[src/rtl/redf_pkg.sv]
package redf_pkg;

  // Defaults for the top level parameters
  localparam int MAX_HALF_WINDOW_DEF = 5;
  localparam int PIXEL_BITS_DEF      = 8;

  // Config port: data is as wide as the widest register (half_window)
  localparam int CFG_DATA_BITS  = 3;
  localparam int CFG_INDEX_BITS = 1;

  typedef enum logic [CFG_INDEX_BITS-1:0] {
    CFG_USE_MAX     = 1'b0,
    CFG_HALF_WINDOW = 1'b1
  } cfg_index_t;

endpackage

[src/rtl/redf_window.sv]
module redf_window #(
  parameter int MAX_HALF_WINDOW = redf_pkg::MAX_HALF_WINDOW_DEF,
  parameter int PIXEL_BITS      = redf_pkg::PIXEL_BITS_DEF,
  localparam int DEPTH          = 2 * MAX_HALF_WINDOW + 1,
  localparam int SW             = $clog2(MAX_HALF_WINDOW + 1)
) (
  input  logic [DEPTH-1:0][PIXEL_BITS-1:0] store,
  input  logic [SW-1:0]                    center,
  input  logic [SW-1:0]                    half,
  input  logic                             use_max,
  output logic [PIXEL_BITS-1:0]            result
);
  import redf_pkg::*;

  localparam int IW = $clog2(DEPTH);
  localparam int NP = 1 << $clog2(DEPTH);

  logic [IW-1:0]         lo;
  logic [IW-1:0]         hi;
  logic [PIXEL_BITS-1:0] ident;
  logic [PIXEL_BITS-1:0] node [1:2*NP-1];

  // center <= MAX and half <= MAX, so hi never passes the last entry
  assign lo    = (center > half) ? IW'(center - half) : '0;
  assign hi    = IW'(center) + IW'(half);
  assign ident = use_max ? '0 : '1;

  // Leaves outside [lo, hi] take the neutral value, then a balanced tree
  always_comb begin
    for (int i = 0; i < NP; i++) begin
      if (i < DEPTH && IW'(i) >= lo && IW'(i) <= hi) begin
        node[NP+i] = store[i];
      end else begin
        node[NP+i] = ident;
      end
    end
    for (int k = NP - 1; k >= 1; k--) begin
      if (use_max) begin
        node[k] = (node[2*k+1] > node[2*k]) ? node[2*k+1] : node[2*k];
      end else begin
        node[k] = (node[2*k+1] < node[2*k]) ? node[2*k+1] : node[2*k];
      end
    end
  end

  assign result = node[1];

endmodule

[src/rtl/row_erode_dilate_filter.sv]
// Row erode/dilate filter: a sliding-window minimum (use_max = 0) or maximum
// (use_max = 1) over pixels x-s..x+s of one row, with positions off either end
// of the row clamped to the first or last pixel. Pixels come in on the src
// channel, the last pixel of a row flagged by row_end; results leave on the res
// channel lagging the input by s pixels, and the final result of a row carries
// row_done. Throughput is one pixel per cycle outside row-end drains and result
// stalls: the window store is a shift line of 2*MAX_HALF_WINDOW+1 registers and
// the min/max tree sits between it and the result register, so a pixel that
// yields at most one result stalls the source only while res_stall holds the
// result register. A row end drains the k outstanding results (k <= s+1, or up
// to MAX_HALF_WINDOW+1 after s shrank within the row) one per cycle from the
// store while res_stall is low; src_stall holds until the last one issues; an
// accepted pixel enters the store before its result is registered. half_window
// writes saturate into 1..MAX_HALF_WINDOW. Write config only while idle.
module row_erode_dilate_filter #(
  parameter int MAX_HALF_WINDOW = redf_pkg::MAX_HALF_WINDOW_DEF,
  parameter int PIXEL_BITS      = redf_pkg::PIXEL_BITS_DEF
) (
  input  logic                                clk,
  input  logic                                rst,
  // config write port
  input  logic                                cfg_we,
  input  logic [redf_pkg::CFG_INDEX_BITS-1:0] cfg_index,
  input  logic [redf_pkg::CFG_DATA_BITS-1:0]  cfg_data,
  // source pixel beats
  input  logic                                src_valid,
  output logic                                src_stall,
  input  logic [PIXEL_BITS-1:0]               pixel,
  input  logic                                row_end,
  // result beats
  output logic                                res_valid,
  input  logic                                res_stall,
  output logic [PIXEL_BITS-1:0]               value,
  output logic                                row_done
);
  import redf_pkg::*;

  localparam int DEPTH = 2 * MAX_HALF_WINDOW + 1;
  localparam int SW    = $clog2(MAX_HALF_WINDOW + 1);  // half window, center
  localparam int EW    = $clog2(MAX_HALF_WINDOW + 2);  // outstanding count
  localparam int CMPW  = (SW > CFG_DATA_BITS) ? SW : CFG_DATA_BITS;

  // config registers
  logic          use_max;
  logic [SW-1:0] half_window;

  // row state
  logic [DEPTH-1:0][PIXEL_BITS-1:0] store;
  logic                             row_open;    // a pixel of this row taken
  logic [EW-1:0]                    emit_count;  // taken, not yet output

  // drain job: outputs still owed from the current store contents,
  // window centers job_c, job_c-1, ... down to 0 when job_end is set
  logic          job_valid;
  logic [SW-1:0] job_c;
  logic          job_end;

  logic                  src_take;
  logic                  job_fire;
  logic                  job_last;
  logic [EW-1:0]         e_inc;
  logic                  emit_now;
  logic [PIXEL_BITS-1:0] win_result;

  // ---------------------------------------------------------------------
  // Config writes
  // ---------------------------------------------------------------------
  always_ff @(posedge clk) begin
    if (rst) begin
      use_max     <= 1'b0;
      half_window <= SW'(1);
    end else if (cfg_we) begin
      case (cfg_index_t'(cfg_index))
        CFG_USE_MAX: begin
          use_max <= cfg_data[0];
        end
        CFG_HALF_WINDOW: begin
          if (cfg_data == '0) begin
            half_window <= SW'(1);
          end else if (CMPW'(cfg_data) > CMPW'(MAX_HALF_WINDOW)) begin
            half_window <= SW'(MAX_HALF_WINDOW);
          end else begin
            half_window <= SW'(cfg_data);
          end
        end
        default: begin
        end
      endcase
    end
  end

  // ---------------------------------------------------------------------
  // Handshake control
  // ---------------------------------------------------------------------
  // a job issues one result per cycle whenever the result register frees up
  assign job_fire = job_valid && (!res_valid || !res_stall);
  assign job_last = !job_end || (job_c == '0);

  // the store may change only once its last owed result has been issued
  assign src_stall = job_valid && !(job_fire && job_last);
  assign src_take  = src_valid && !src_stall;

  // count including the new pixel, saturating at MAX+1
  assign e_inc    = (emit_count < EW'(MAX_HALF_WINDOW + 1)) ? emit_count + EW'(1)
                                                            : emit_count;
  assign emit_now = e_inc > EW'(half_window);

  // ---------------------------------------------------------------------
  // Window store: first pixel of a row fills every entry, later ones shift
  // ---------------------------------------------------------------------
  always_ff @(posedge clk) begin
    if (src_take) begin
      if (!row_open) begin
        for (int i = 0; i < DEPTH; i++) begin
          store[i] <= pixel;
        end
      end else begin
        for (int i = DEPTH - 1; i > 0; i--) begin
          store[i] <= store[i-1];
        end
        store[0] <= pixel;
      end
    end
  end

  // ---------------------------------------------------------------------
  // Row counters and drain job
  // ---------------------------------------------------------------------
  always_ff @(posedge clk) begin
    if (rst) begin
      row_open   <= 1'b0;
      emit_count <= '0;
      job_valid  <= 1'b0;
    end else begin
      if (job_fire) begin
        if (job_last) begin
          job_valid <= 1'b0;
        end else begin
          job_c <= job_c - SW'(1);
        end
      end
      if (src_take) begin
        if (row_end) begin
          row_open   <= 1'b0;
          emit_count <= '0;
        end else begin
          row_open   <= 1'b1;
          emit_count <= emit_now ? e_inc - EW'(1) : e_inc;
        end
        // a row end drains everything outstanding, centers e_inc-1 .. 0
        job_valid <= row_end || emit_now;
        job_c     <= SW'(e_inc - EW'(1));
        job_end   <= row_end;
      end
    end
  end

  // ---------------------------------------------------------------------
  // Min/max over the clamped window, then the result register
  // ---------------------------------------------------------------------
  redf_window #(
    .MAX_HALF_WINDOW (MAX_HALF_WINDOW),
    .PIXEL_BITS      (PIXEL_BITS)
  ) u_window (
    .store   (store),
    .center  (job_c),
    .half    (half_window),
    .use_max (use_max),
    .result  (win_result)
  );

  always_ff @(posedge clk) begin
    if (rst) begin
      res_valid <= 1'b0;
    end else if (job_fire) begin
      res_valid <= 1'b1;
    end else if (!res_stall) begin
      res_valid <= 1'b0;
    end
  end

  always_ff @(posedge clk) begin
    if (job_fire) begin
      value    <= win_result;
      row_done <= job_end && (job_c == '0);
    end
  end

endmodule
[config.mk]
export PLATFORM = sky130hd
export DESIGN_NAME = row_erode_dilate_filter
export DESIGN_NICKNAME = d
export VERILOG_FILES = /design/src/rtl/redf_pkg.sv /design/src/rtl/redf_window.sv /design/src/rtl/row_erode_dilate_filter.sv
export SDC_FILE = /design/constraint.sdc
export NUM_CORES = 1
export LEC_CHECK = 0
export ABC_AREA = 1
export BUFFER_PORTS_ARGS = -buffer_cell sky130_fd_sc_hd__buf_2
export CORE_UTILIZATION = 55
export DETAILED_ROUTE_END_ITERATION = 8
export PLACE_DENSITY = 0.75
export SYNTH_ARGS = -nofsm -noshare
export SYNTH_HDL_FRONTEND = slang
export SYNTH_SLANG_ARGS = --single-unit
[constraint.sdc]
create_clock -name clk -period 24.1 [get_ports clk]
set_clock_uncertainty 0.1 [all_clocks]
set_input_delay 4.82 -clock clk [delete_from_list [all_inputs] [get_ports clk]]
set_output_delay 4.82 -clock clk [all_outputs]
set_load 0.02 [all_outputs]
==> summary.txt <==
Outcome
  – Status: finished, final reports clean

Synth
  – Unique cell type count in the Yosys netlist: 55
  – Synth Area per Inst: 6.974 µm²
  – Post-Synthesis Cells: 1611
  – Mapped cell area: 0.01124 mm²
  – Yosys top cell area share: 0.2699
  – Synth Register Bits: 111
  – Top cells by count, synth: nand2_1 (452), inv_1 (226), o21ai_0 (136), ha_1 (103), edfxtp_1 (101)
  – Syn_nets: 1735
  – Synth warn: 0
  – Post-synth EDFFs: 101
  – Synth top area cells: edfxtp_1 (27%), nand2_1 (15%), ha_1 (11%)
  – Most frequent cell after synthesis: nand2_1
  – Part of the Yosys area used for sequential elements: 0.2878
  – Area leader, netlist: edfxtp_1
  – Ys async rst share: 0
  – Post-synth top flop: edfxtp_1

Final layout
  – Fraction of layout cells with a size suffix above 1: 0.1064
  – Antenna cells: 0
  – Fin nets: 1735
  – Area delta synth->final: 5.256%
  – # fillers: 1838
  – Final Cell Area: 0.01183 mm²

CTS
  – # resized after CTS: 0
  – Clock transition at the registers of the reported paths: 80 ps
  – CTS tree: built
  – Root buffer cell: clkbuf_16
  – Clock sinks: 111
  – Longest Clk Path Bufs: 2
  – Clock Latency Late Sink: 360 ps
  – Hold_buf cts: 0
  – Htree depth: 3
  – Cts bufs inserted: 9
  – Setup bufs post-CTS: 0

Floorplanning
  – Die area: 0.02100 mm²
  – Die X: 144.9 µm
  – Die Y: 144.9 µm
  – Core footprint: 0.01972 mm²
  – Ports: 29
  – Initial core utilization: 0.5698
  – Std cell rows: 51

Global route
  – Pin count of the biggest net entering global routing: 78
  – Total track usage: 0.2934
  – GRT overflow: 0
  – Antenna violations before repair: 0
  – Vias in the first global route: 9809
  – First-pass GRT wire length: 49670 µm

Routing
  – Via density: 5.708
  – Routed Wire Length: 30360 µm
  – Residual DRC count: 0
  – Wirelength per Cell: 16.14 µm
  – Post-DRT Antenna Nets: 0
  – Pre-antenna DRT Iters: 5
  – DRT iter0 DRCs: 979
  – Vias: 10740

STA
  – Max transition margin: 0.3717
  – Fin crit period: 11970 ps
  – Setup repair after global routing missed its margin: no
  – Endpoints failing setup: 0
  – Total negative slack: 0 ps
  – Max Clock Freq: 83.53 MHz
  – Final worst path period share: 0.4968
  – Final hold violation count: 0
  – Worst Tran Pin Value: 941.6 ps
  – Slew Viols, Final: 0

Min path
  – Hold Path Class: register to register

Worst setup path
  – Crit path max-delay family: simple AND/OR/NAND/NOR gates
  – CP Capture Type: register
  – WP data arrival: 11990 ps
  – Max incr delay on CP: 510 ps
  – Critical path's slowest cell: fa_1
  – Buf+Inv Stages, Crit Path: 14
  – Crit-path max FO: 13
  – CP Class: register to register
  – Crit start category: register
  – Critical Path RT: 24120 ps
  – CP most frequent cell: nand2_1

Job
  – Max_cap viols: 0

Placement
  – GP Congestion: 0.9894
  – IO Port Bufs: 28
  – HPWL after DPL: 23600 µm
  – Area after DPL: 0.01155 mm²
==> final timing paths <==
path | startpoint | end | slack (ps) | cells past startpoint
setup / recovery | job_c[0] | value[7] | 12130 | 58
hold / removal | job_valid | res_valid | 380 | 2
setup reg to reg | job_c[0] | value[7] | 12130 | 58
hold reg to reg | job_valid | res_valid | 380 | 2
==> state kept, by name (all words and copies together) (netlist names) <==
register     count
value            8
store           88
row_open         1
row_done         1
job_end          1
res_valid        1
emit_count       3
use_max          1
half_window      3
job_valid        1
job_c            3
==> placed cells by master, fill, tap and decap left out, types with 5 or more instances in the layout <==
master,synthesis,final
nand2_1,452,452
inv_1,226,224
o21ai_0,136,136
ha_1,103,103
edfxtp_1,101,101
nand3_1,100,100
a21oi_1,96,96
nor2_1,58,58
o21ai_1,44,44
o211ai_1,32,32
inv_2,27,28
buf_2,20,28
nand2_2,26,26
nand4_1,15,15
nand2_4,13,13
o21ai_2,10,10
nor3_1,9,9
a31oi_1,9,9
clkbuf_16,0,9
dfxtp_1,10,9
nor2_4,8,8
a211oi_1,8,8
and2_1,8,8
nand3_2,7,7
o21a_1,7,7
buf_4,1,6
nand3_4,5,5
a21oi_2,5,5
o31ai_1,5,5
==> layout make-up <==
cell class | instances | area (µm²) | area share
Tap cell | 265 | 331.6 | 0.02804
Timing Repair Buffer | 34 | 185.2 | 0.01566
Multi-Input combinational cell | 1198 | 6827 | 0.5772
Inverter | 257 | 972.2 | 0.08221
Clock inverter | 5 | 41.29 | 0.003491
Clock buffer | 11 | 232.7 | 0.01968
Sequential cell | 111 | 3237 | 0.2737
==> layer usage <==
metal | up-vias | global-route usage | routed length (µm)
li1 | 5389 | - | -
met1 | 4904 | 0.4204 | 13880
met2 | 399 | 0.4567 | 13440
met3 | 45 | 0.03648 | 2313
met4 | 0 | 0.09468 | 727
met5 | - | 0 | 0
==> worst register-to-register path, delay by kind of cell (launching register included) <==
| family | cells | cell delay [ps] |
|---|---|---|
| flip-flops | 1 | 420 |
| buffers and inverters | 14 | 2170 |
| AO/OA/AOI/OAI | 12 | 3330 |
| AND/OR/NAND/NOR | 25 | 3480 |
| adder cells (fa/ha/maj) | 7 | 2230 |
==> cells by family after synthesis <==
logic type               Yosys count  share of synthesized area
AND/OR/NAND/NOR                  715                     0.2910
AO/OA/AOI/OAI                    371                     0.1916
buffers and inverters            302                     0.1047
flip-flops                       111                     0.2878
adder cells (fa/ha/maj)          106                     0.1200
XOR/XNOR                           4                   0.003119
multiplexers                       2                   0.001782
==> through the flow <==
stage	setup slack (ps)	hold WS (ps)	utilization	std cells
floorplan	13890	357.0	-	1611
global placement	12470	365.2	0.5859	1865
detailed placement	12310	371.7	0.5859	1865
CTS	12290	381.7	0.5998	1881
global route	10820	413.6	0.5998	1881
finish	12130	381.1	0.5998	1881
Power is not shown: default switching activity piles up to over one toggle a cycle in this logic, so the estimate is an artifact.
